===== src/svs_pkg.sv =====
package svs_pkg;

  localparam int MAX_SAMPLES = 1024;
  localparam int ADDR_W      = $clog2(MAX_SAMPLES);
  localparam int CNT_W       = ADDR_W + 1;
  localparam int SAMPLE_W    = 24;
  localparam int SUM_W       = SAMPLE_W + ADDR_W;
  localparam int DIFF_W      = SAMPLE_W + 1;
  localparam int SQ_W        = 2 * DIFF_W;
  localparam int SS_W        = 2 * SAMPLE_W + ADDR_W + 1;
  localparam int DIV_CNT_W   = $clog2(SS_W + 1);
  localparam int PV_W        = 49;
  localparam int SV_W        = 50;
  localparam int SD_W        = 25;
  localparam int RAD_W       = SV_W + 1;
  localparam int SQRT_CNT_W  = $clog2(SD_W + 1);

  // one closed run handed from front to back
  typedef struct packed {
    logic [CNT_W-1:0]        n;
    logic signed [SUM_W-1:0] sum;
    logic                    drop;
  } job_t;

endpackage


===== src/svs_div.sv =====
module svs_div (
  input  logic                          clk,
  input  logic                          rst_n,
  input  logic                          start,
  input  logic [svs_pkg::SS_W-1:0]      dividend,
  input  logic [svs_pkg::CNT_W-1:0]     divisor,
  output logic                          done,
  output logic [svs_pkg::SS_W-1:0]      quotient
);

  logic [svs_pkg::SS_W-1:0]      q_r;
  logic [svs_pkg::CNT_W-1:0]     d_r;
  logic [svs_pkg::CNT_W-1:0]     rem_r;
  logic [svs_pkg::DIV_CNT_W-1:0] cnt_r;
  logic                          run_r, done_r;
  logic [svs_pkg::CNT_W:0]       trial;
  logic                          ge;

  assign trial    = {rem_r, q_r[svs_pkg::SS_W-1]};
  assign ge       = trial >= {1'b0, d_r};
  assign done     = done_r;
  assign quotient = q_r;

  // restoring division, one quotient bit a cycle
  always_ff @(posedge clk) begin
    if (!rst_n) begin
      run_r  <= 1'b0;
      done_r <= 1'b0;
      cnt_r  <= '0;
    end else begin
      done_r <= 1'b0;
      if (start) begin
        q_r   <= dividend;
        d_r   <= divisor;
        rem_r <= '0;
        cnt_r <= svs_pkg::DIV_CNT_W'(svs_pkg::SS_W);
        run_r <= 1'b1;
      end else if (run_r) begin
        rem_r <= ge ? svs_pkg::CNT_W'(trial - {1'b0, d_r})
                    : trial[svs_pkg::CNT_W-1:0];
        q_r   <= {q_r[svs_pkg::SS_W-2:0], ge};
        cnt_r <= cnt_r - 1'b1;
        if (cnt_r == svs_pkg::DIV_CNT_W'(1)) begin
          run_r  <= 1'b0;
          done_r <= 1'b1;
        end
      end
    end
  end

endmodule


===== src/svs_sqrt.sv =====
module svs_sqrt (
  input  logic                       clk,
  input  logic                       rst_n,
  input  logic                       start,
  input  logic [svs_pkg::SV_W-1:0]   radicand,
  output logic                       done,
  output logic [svs_pkg::SD_W-1:0]   root
);

  logic [svs_pkg::RAD_W-1:0]      x_r, res_r, bit_r, trial;
  logic [svs_pkg::SQRT_CNT_W-1:0] cnt_r;
  logic                           run_r, done_r;

  assign trial = res_r + bit_r;
  assign done  = done_r;
  assign root  = res_r[svs_pkg::SD_W-1:0];

  // bit-pair square root, one result bit a cycle
  always_ff @(posedge clk) begin
    if (!rst_n) begin
      run_r  <= 1'b0;
      done_r <= 1'b0;
      cnt_r  <= '0;
    end else begin
      done_r <= 1'b0;
      if (start) begin
        x_r   <= svs_pkg::RAD_W'(radicand);
        res_r <= '0;
        bit_r <= svs_pkg::RAD_W'(1) << (2 * (svs_pkg::SD_W - 1));
        cnt_r <= svs_pkg::SQRT_CNT_W'(svs_pkg::SD_W);
        run_r <= 1'b1;
      end else if (run_r) begin
        if (x_r >= trial) begin
          x_r   <= x_r - trial;
          res_r <= (res_r >> 1) + bit_r;
        end else begin
          res_r <= res_r >> 1;
        end
        bit_r <= bit_r >> 2;
        cnt_r <= cnt_r - 1'b1;
        if (cnt_r == svs_pkg::SQRT_CNT_W'(1)) begin
          run_r  <= 1'b0;
          done_r <= 1'b1;
        end
      end
    end
  end

endmodule


===== src/svs_back.sv =====
module svs_back (
  input  logic                                 clk,
  input  logic                                 rst_n,
  input  logic                                 job_valid,
  input  svs_pkg::job_t                        job,
  output logic                                 job_pop,
  output logic                                 busy,
  output logic [svs_pkg::ADDR_W-1:0]           rd_addr,
  input  logic signed [svs_pkg::SAMPLE_W-1:0]  rd_data,
  output logic                                 out_valid,
  input  logic                                 out_stall,
  output logic [svs_pkg::CNT_W-1:0]            out_count,
  output logic signed [svs_pkg::SUM_W-1:0]     out_total,
  output logic signed [svs_pkg::SAMPLE_W-1:0]  out_mean,
  output logic [svs_pkg::PV_W-1:0]             out_pop_variance,
  output logic [svs_pkg::SD_W-1:0]             out_pop_std_dev,
  output logic [svs_pkg::SV_W-1:0]             out_sample_variance,
  output logic [svs_pkg::SD_W-1:0]             out_sample_std_dev,
  output logic                                 out_sample_undefined,
  output logic                                 out_overflowed
);

  localparam logic [2:0] ST_IDLE = 3'd0;
  localparam logic [2:0] ST_MEAN = 3'd1;
  localparam logic [2:0] ST_PASS = 3'd2;
  localparam logic [2:0] ST_DIVP = 3'd3;
  localparam logic [2:0] ST_DIVS = 3'd4;
  localparam logic [2:0] ST_SQP  = 3'd5;
  localparam logic [2:0] ST_SQS  = 3'd6;
  localparam logic [2:0] ST_DONE = 3'd7;

  logic [2:0]                          st_r;
  svs_pkg::job_t                       job_r;
  logic signed [svs_pkg::SAMPLE_W-1:0] mean_r;
  logic [svs_pkg::SS_W-1:0]            ss_r;
  logic [svs_pkg::SQ_W-1:0]            sq_r;
  logic [svs_pkg::CNT_W-1:0]           addr_r;
  logic                                v1_r, v2_r;
  logic [svs_pkg::PV_W-1:0]            pv_r;
  logic [svs_pkg::SV_W-1:0]            sv_r;
  logic [svs_pkg::SD_W-1:0]            psd_r, ssd_r;
  logic                                ov_r;
  logic                                one;
  logic                                issue, pass_end, load;
  logic signed [svs_pkg::DIFF_W-1:0]   diff;
  logic [svs_pkg::DIFF_W-1:0]          mag;
  logic [svs_pkg::SUM_W-1:0]           sum_mag;
  logic                                div_start, div_done, sq_start, sq_done;
  logic [svs_pkg::SS_W-1:0]            div_a, div_q;
  logic [svs_pkg::CNT_W-1:0]           div_b;
  logic [svs_pkg::SV_W-1:0]            sq_x;
  logic [svs_pkg::SD_W-1:0]            sq_root;
  logic signed [svs_pkg::SUM_W-1:0]    q_signed;

  assign one      = job_r.n == svs_pkg::CNT_W'(1);
  assign busy     = st_r != ST_IDLE;
  assign job_pop  = (st_r == ST_IDLE) & job_valid;
  assign issue    = (st_r == ST_PASS) & (addr_r < job_r.n);
  assign pass_end = (st_r == ST_PASS) & ~issue & ~v1_r & ~v2_r;
  assign load     = (st_r == ST_DONE) & (~ov_r | ~out_stall);
  assign rd_addr  = addr_r[svs_pkg::ADDR_W-1:0];
  assign sum_mag  = job.sum[svs_pkg::SUM_W-1] ? svs_pkg::SUM_W'(-job.sum)
                                              : svs_pkg::SUM_W'(job.sum);
  assign diff     = svs_pkg::DIFF_W'(rd_data) - svs_pkg::DIFF_W'(mean_r);
  assign mag      = diff[svs_pkg::DIFF_W-1] ? svs_pkg::DIFF_W'(-diff)
                                            : svs_pkg::DIFF_W'(diff);
  assign q_signed = job_r.sum[svs_pkg::SUM_W-1]
                    ? -svs_pkg::SUM_W'(div_q) : svs_pkg::SUM_W'(div_q);
  assign out_valid = ov_r;

  // launch of the shared divider and root units
  always_comb begin
    div_start = 1'b0;
    div_a     = svs_pkg::SS_W'(sum_mag);
    div_b     = job.n;
    sq_start  = 1'b0;
    sq_x      = svs_pkg::SV_W'(pv_r);
    case (st_r)
      ST_IDLE: begin
        div_start = job_valid;
      end
      ST_PASS: begin
        div_start = pass_end;
        div_a     = ss_r;
        div_b     = job_r.n;
      end
      ST_DIVP: begin
        div_start = div_done & ~one;
        div_a     = ss_r;
        div_b     = job_r.n - 1'b1;
        sq_start  = div_done & one;
        sq_x      = svs_pkg::SV_W'(div_q[svs_pkg::PV_W-1:0]);
      end
      ST_DIVS: begin
        sq_start = div_done;
      end
      ST_SQP: begin
        sq_start = sq_done & ~one;
        sq_x     = sv_r;
      end
      default: begin
      end
    endcase
  end

  svs_div u_div (
    .clk      (clk),
    .rst_n    (rst_n),
    .start    (div_start),
    .dividend (div_a),
    .divisor  (div_b),
    .done     (div_done),
    .quotient (div_q)
  );

  svs_sqrt u_sqrt (
    .clk      (clk),
    .rst_n    (rst_n),
    .start    (sq_start),
    .radicand (sq_x),
    .done     (sq_done),
    .root     (sq_root)
  );

  // sequencer
  always_ff @(posedge clk) begin
    if (!rst_n) begin
      st_r <= ST_IDLE;
      ov_r <= 1'b0;
      v1_r <= 1'b0;
      v2_r <= 1'b0;
    end else begin
      // result register valid: a new load wins over the drain
      if (load) begin
        ov_r <= 1'b1;
      end else if (!out_stall) begin
        ov_r <= 1'b0;
      end
      v1_r <= issue;
      v2_r <= v1_r;
      case (st_r)
        ST_IDLE: begin
          if (job_valid) begin
            job_r <= job;
            st_r  <= ST_MEAN;
          end
        end
        ST_MEAN: begin
          if (div_done) begin
            mean_r <= q_signed[svs_pkg::SAMPLE_W-1:0];
            addr_r <= '0;
            st_r   <= ST_PASS;
          end
        end
        ST_PASS: begin
          if (issue) begin
            addr_r <= addr_r + 1'b1;
          end
          if (pass_end) begin
            st_r <= ST_DIVP;
          end
        end
        ST_DIVP: begin
          if (div_done) begin
            pv_r <= div_q[svs_pkg::PV_W-1:0];
            sv_r <= '0;
            st_r <= one ? ST_SQP : ST_DIVS;
          end
        end
        ST_DIVS: begin
          if (div_done) begin
            sv_r <= div_q[svs_pkg::SV_W-1:0];
            st_r <= ST_SQP;
          end
        end
        ST_SQP: begin
          if (sq_done) begin
            psd_r <= sq_root;
            ssd_r <= '0;
            st_r  <= one ? ST_DONE : ST_SQS;
          end
        end
        ST_SQS: begin
          if (sq_done) begin
            ssd_r <= sq_root;
            st_r  <= ST_DONE;
          end
        end
        ST_DONE: begin
          if (load) begin
            st_r <= ST_IDLE;
          end
        end
        default: begin
          st_r <= ST_IDLE;
        end
      endcase
    end
  end

  // squared deviation pipeline: read, square, accumulate
  always_ff @(posedge clk) begin
    if (v1_r) begin
      sq_r <= mag * mag;
    end
    if (st_r == ST_MEAN) begin
      ss_r <= '0;
    end else if (v2_r) begin
      ss_r <= ss_r + svs_pkg::SS_W'(sq_r);
    end
  end

  // result register
  always_ff @(posedge clk) begin
    if (load) begin
      out_count            <= job_r.n;
      out_total            <= job_r.sum;
      out_mean             <= mean_r;
      out_pop_variance     <= pv_r;
      out_pop_std_dev      <= psd_r;
      out_sample_variance  <= sv_r;
      out_sample_std_dev   <= ssd_r;
      out_sample_undefined <= one;
      out_overflowed       <= job_r.drop;
    end
  end

endmodule


===== config.mk =====
export PLATFORM = sky130hd
export DESIGN_NAME = svs_back
export DESIGN_NICKNAME = d
export VERILOG_FILES = /design/src/svs_pkg.sv /design/src/svs_div.sv /design/src/svs_sqrt.sv /design/src/svs_back.sv
export SDC_FILE = /design/constraint.sdc
export NUM_CORES = 2
export LEC_CHECK = 0
export ABC_CLOCK_PERIOD_IN_PS = 28900
export BUFFER_PORTS_ARGS = -buffer_cell sky130_fd_sc_hd__clkbuf_2
export CELL_PAD_IN_SITES_DETAIL_PLACEMENT = 0
export CELL_PAD_IN_SITES_GLOBAL_PLACEMENT = 2
export CORE_MARGIN = 5
export CORE_UTILIZATION = 35
export DETAILED_ROUTE_END_ITERATION = 12
export PLACE_DENSITY = 0.73
export SLEW_MARGIN = 20
export SYNTH_ARGS = -nofsm -noshare
export SYNTH_HDL_FRONTEND = slang
export SYNTH_SLANG_ARGS = --single-unit

===== constraint.sdc =====
create_clock -name clk -period 28.9 [get_ports clk]
set_input_delay 2.89 -clock clk [delete_from_list [all_inputs] [get_ports clk]]
set_output_delay 2.89 -clock clk [all_outputs]
set_load 0.03 [all_outputs]

After elaboration in Yosys (flattened, before gate mapping)
Index checks and enable logic that the tools add are counted.
{"block": "word_totals", "regBits": 788, "latch_bits": 0, "ram_bits": 0, "romBits": 0, "inputBits": 74, "output_inout_bits": 233, "n_memories": 0}
{"block": "classes", "n_addsub": 13, "multipliers": 1, "n_div": 0, "n_lt_le_gt_ge": 3, "n_eq_ne": 20, "n_shift": 0, "muxes": 52, "bitwise_logic": 19, "n_reduce_logical": 25}
{"op": "$mux W51", "count": 4}
{"op": "$pmux W50 S2", "count": 2}
{"op": "$mux W59", "count": 3}
{"op": "$mux W50", "count": 3}
{"op": "$mux W25", "count": 3}
{"op": "$add A59 B50 Y59", "count": 1}
{"op": "$add A50 B49 Y51", "count": 1}
{"op": "$add A51 B49 Y51", "count": 1}
{"op": "$ge A51 B51 Y1", "count": 1}
{"op": "$sub A51 B51 Y51", "count": 1}
{"op": "$mul A25 B25 Y50", "count": 1}
{"op": "$pmux W25 S2", "count": 1}
{"op": "$mux W49", "count": 1}
{"op": "$mux W11", "count": 4}
{"op": "$pmux W11 S2", "count": 2}
{"op": "$mux W34", "count": 1}
{"op": "$neg A34 Y34", "count": 1}
{"op": "$neg A25 Y25", "count": 1}
{"op": "$sub A24 B24 Y25", "count": 1}
{"op": "$mux W24", "count": 1}
{"op": "$mux W3", "count": 8}
{"op": "$neg A24 Y24", "count": 1}
{"op": "$pmux W3 S8", "count": 1}
{"op": "$reduce_and A3 Y1", "count": 5}
{"op": "30 further kinds", "count": 84}

Logic depth before layout (Yosys ltp)
{"block": "depth", "word_depth": 9, "ltp_mapped": 42, "depth_no_buf": 40}

Cells and area by module
From an unflattened synthesis, not the netlist that was laid out.
{"block": "unflattened", "hier_cells": 5725, "area_unflattened_um2": 59879.9}
{"mod": "svs_back", "n_inst": 1, "cells_per_inst": 4053, "area_each_um2": 43450.4}
{"mod": "svs_sqrt", "n_inst": 1, "cells_per_inst": 1359, "area_each_um2": 12065.3}
{"mod": "svs_div", "n_inst": 1, "cells_per_inst": 313, "area_each_um2": 4364.2}

Worst setup path after synthesis
No wires, ideal clock.
{"block": "synth_path", "path_type": "in2reg", "startpoint": "input port out_stall", "endpoint": "register out_count[0] in the netlist's numbering (enable)", "t_arrival_ps": 13495, "required_ps": 28025, "path_slack_ps": 14531, "cell_stages": 1, "n_path_buf": 0, "cell_sequence": "a21oi_1"}
{"block": "synth_between", "elab_chain_len": 3}
{"item": "start, declared", "line_no": "svs_back.sv:11", "rtl": "input logic out_stall,"}
{"item": "$not A1 Y1", "line_no": "svs_back.sv:60", "rtl": "assign load = (st_r == ST_DONE) & (~ov_r | ~out_stall);"}
{"item": "$or A1 B1 Y1", "line_no": "svs_back.sv:60"}
{"item": "$and A1 B1 Y1", "line_no": "svs_back.sv:60"}
{"item": "end signal, assigned", "line_no": "svs_back.sv:216", "rtl": "out_count <= job_r.n;"}
{"item": "end, declared", "line_no": "svs_back.sv:12", "rtl": "output logic [svs_pkg::CNT_W-1:0] out_count,"}
No other way between the ends.
A chain may end at the register's enable or synchronous reset.

Worst setup path after layout
{"block": "layout_path", "startpoint": "input port rd_data[0] in the netlist's numbering", "endpoint": "register sq_r[48] in the netlist's numbering, data pin"}
{"block": "layout_between", "elab_chain_len": 4}
{"item": "start, declared", "line_no": "svs_back.sv:9", "rtl": "input logic signed [svs_pkg::SAMPLE_W-1:0] rd_data,"}
{"item": "$sub A24 B24 Y25 *", "line_no": "svs_back.sv:64", "rtl": "assign diff = svs_pkg::DIFF_W'(rd_data) - svs_pkg::DIFF_W'(mean_r);"}
{"item": "$neg A25 Y25", "line_no": "svs_back.sv:65", "rtl": "assign mag = diff[svs_pkg::DIFF_W-1] ? svs_pkg::DIFF_W'(-diff)"}
{"item": "$mux W25 *", "line_no": "svs_back.sv:65"}
{"item": "$mul A25 B25 Y50 *", "line_no": "svs_back.sv:204", "rtl": "sq_r <= mag * mag;"}
{"item": "end signal, assigned", "line_no": "svs_back.sv:204"}
{"item": "end, declared", "line_no": "svs_back.sv:36", "rtl": "logic [svs_pkg::SQ_W-1:0] sq_r;"}
Every way passes the cells marked *; elsewhere a longest branch is shown, timed or not.

==> impl_results.md <==
- H-tree levels: 3
- Total wire length: roughly 180,000 um
- CTS sink cnt: 787
- Worst Max-Slew Pin Slew: about 1.1 ns
- Post-synthesis sequential area ratio: 0.390
- Post-synthesis instance total: approximately 5.5k
- Root buffer cell: clkbuf_16
- Initial antenna violation count: 8
- Fraction of registers with async set/reset: 0
- Number of pins exceeding their max-slew limit in the final report: 0
- Mean instance size in the synthesized netlist: 10.6 um2
- Weighted congestion reported at the end of routability-driven placement: 0.883
- Total track usage: 0.207
- HPWL Detailed: 144,000 um
- Hold-fix buffer count after cts: 0
- Chip Width: 419 um
- First DRT Iteration DRCs: 2,718
- Number of antenna-violating nets in the routed design: 0
- Origin of the critical flop-to-flop path: mean_r[0]
- Reg2Reg Capture Point: sq_r[48]
- Die outline height: about 420 um
- Clock tree skew after final layout: 0.0615 ns
- # rows: 150
- Drt pass-1 iters: 5
- DRC violation count after routing: 0
- Post-cts sizing count: 0
- Initial Util: 0.351
- Port-buffer cells: a little over 300
- Post-synth EDFFs: 707
- Final critical-path required period: 13.50 ns
- Crit path largest cell delay: 0.69 ns
- Vias per std cell: 5.12
- Type of the worst setup path: in2reg
- Synth-to-layout area growth: 12.5%
- Final-report setup violation count: 0
- Total setup buffers inserted after CTS: 0
- Relative max-transition margin: 0.264
- Achievable frequency: 74.1 MHz
- Highest-count cells in the layout ignoring fill and taps: 707 x edfxtp_1, 696 x inv_1, 471 x fa_1, 446 x nand2_1, 443 x nor2_1
- Hold violation total from the final report: 0
- Share of final-layout standard cells stronger than drive strength 1: 0.115
- TritonCTS clock tree: yes
- Leading cell type in the layout, fill and taps excluded: edfxtp_1
- Total of flip-flops plus latches after synthesis: ~800
- Synth top area share: 0.363
- Result of the run: complete, no violations
- Path class of the lowest-slack min-delay path: reg2reg
- Vias in the first global route: 42.4k
- YS warnings: 0
- RSZ-0062 raised after global routing: no
- Largest driver fanout on the critical path: 19
- Remaining global-route overflow: 0
- Number of fillers in the final layout: 16.4k
- Post-Synthesis Cell Area: about 58,000 um2
- Number of clock buffers inserted by TritonCTS: 88
- I/O pin count: 307
- End point of the most critical hold path: out_total[26]
- NumNets Final: 6,728
- CTS Buffer Depth: 3
- CP startpoint kind: input port
- Summed negative setup slack over all endpoints: 0 ns
- First-pass GRT wire length: around 270,000 um
- Die ar.: 175,000 um2
- Max-Cap Viols: 0
- Via Count: ~41k
- Total area of sequential cells: 22,800 um2
- Avg WL per Cell: between 20 and 25 um
- Synth area leaders: edfxtp_1 36%, fa_1 16%, ha_1 8.3%
- Setup slack of the most critical reg-to-reg path: around 17 ns
- Crit-path most repeated cell: fa_1
- Source-to-sink clock delay at the later pin of the worst-skew pair: between 0.7 and 0.8 ns
- Source of the worst hold timing path: job_r[27]
- CP Capture Type: register
- Core outline area: 167,000 um2
- Maximum number of pins on one net before global-route repair: 123
- Worst Path Required: 29.37 ns
- Most used DFF post-synth: edfxtp_1
- Share of the cycle needed by the critical path after routing: 0.467
- Worst EP arrival: 13.97 ns
- Number of cells on the worst reg-to-reg path: 35
- Clock transition at the registers of the reported paths: ~0.06 ns
- Count of cell types in the netlist: 98
- WHS Path Cells: 0
- Most area-hungry cell type in the Yosys netlist: edfxtp_1
- Slowest cell on the critical path: clkinv_1
- Combined area of the multi-input logic cells: approximately 32,000 um2
## how the worst max path moves through the flow
stage / startpoint / to
floorplan: out_stall / out_count[0]
global placement: rd_data[0] / sq_r[48]
detailed placement: rd_data[5] / sq_r[48]
CTS: rd_data[5] / sq_r[48]
global route: rd_data[0] / sq_r[48]
finish: rd_data[0] / sq_r[48]
## critical path, delay by kind of cell
family,cells,cell delay (ns)
AOI/OAI and AO/OA,14,3.96
buffers and inverters,6,1.14
adders and majority gates,10,4.55
xor gates and xnor gates,2,0.20
and+or+nand+nor,5,1.21
## state kept, by name, summed over array words and instances, names as in the netlist, 34 cells and up
name,cells
job_r,46
out_pop_variance,49
out_sample_variance,50
out_total,34
pv_r,49
sq_r,49
ss_r,59
sv_r,50
u_div.quotient,59
u_sqrt.res_r,51
u_sqrt.x_r,51
## per-layer routing
layer / global-route usage / up-vias / routed length [um]
met5: 0 / - / 0
met4: 0.0699 / 0 / 6330
met3: 0.0227 / 217 / 7110
met2: 0.380 / 918 / 95400
met1: 0.251 / 20800 / 74000
li1: - / 19400 / -
## synthesized netlist by cell type, drive strengths merged, types with 28 or more instances
cell type,count
nand2,446
dfxtp,80
o21ai,236
or3,32
and3,30
nand2b,37
o31ai,32
nor3,54
edfxtp,707
a21oi,268
ha,387
a22o,28
a211oi,85
inv,703
xnor2,200
nand3,72
a21o,111
clkbuf,163
buf,45
xor2,163
and2,122
nor2,470
nand4,30
fa,471
a31oi,69
nor2b,48
mux2,33
o21bai,48
mux2i,76
## stage by stage
| stage | instance area (um2) | setup slack [ns] | hold WS [ns] | utilization | instances |
|---|---|---|---|---|---|
| 5_1_grt | 65800 | 14.64 | 0.420 | 0.395 | 8074 |
| 3_3_place_gp | 62800 | 14.84 | 0.401 | 0.377 | 7910 |
| 2_1_floorplan | 58500 | 14.53 | 0.400 | - | 5520 |
| 4_1_cts | 65800 | 15.42 | 0.413 | 0.395 | 8074 |
| 3_5_place_dp | 62800 | 14.66 | 0.405 | 0.377 | 7910 |
| 6_report | 65800 | 15.40 | 0.415 | 0.395 | 8077 |
## final cells by class
class | instances | share of cell area
antenna | 3 | 0.000114
clock buffer | 101 | 0.0349
clock inverter | 63 | 0.0104
inverter | 706 | 0.0403
multi-input combinational | 3819 | 0.491
sequential | 787 | 0.347
tap | 2204 | 0.0419
timing repair buffer | 394 | 0.0338
## logic make-up (layout without fill, tap and decap cells)
logic type / after synthesis / count (layout) / share of synthesized area
other: 2 / 21 / 0.000128
XOR/XNOR: 363 / 363 / 0.0555
flip-flops: 787 / 787 / 0.390
AND/OR/NAND/NOR: 1425 / 1425 / 0.114
buffers and inverters: 914 / 1264 / 0.0612
adder cells (fa/ha/maj): 858 / 858 / 0.244
multiplexers: 109 / 109 / 0.0194
AO/OA/AOI/OAI: 1046 / 1046 / 0.115
Power is left out: the tool's default activity adds up to more than one toggle a clock period on the data nets, which glitch-free logic cannot reach.
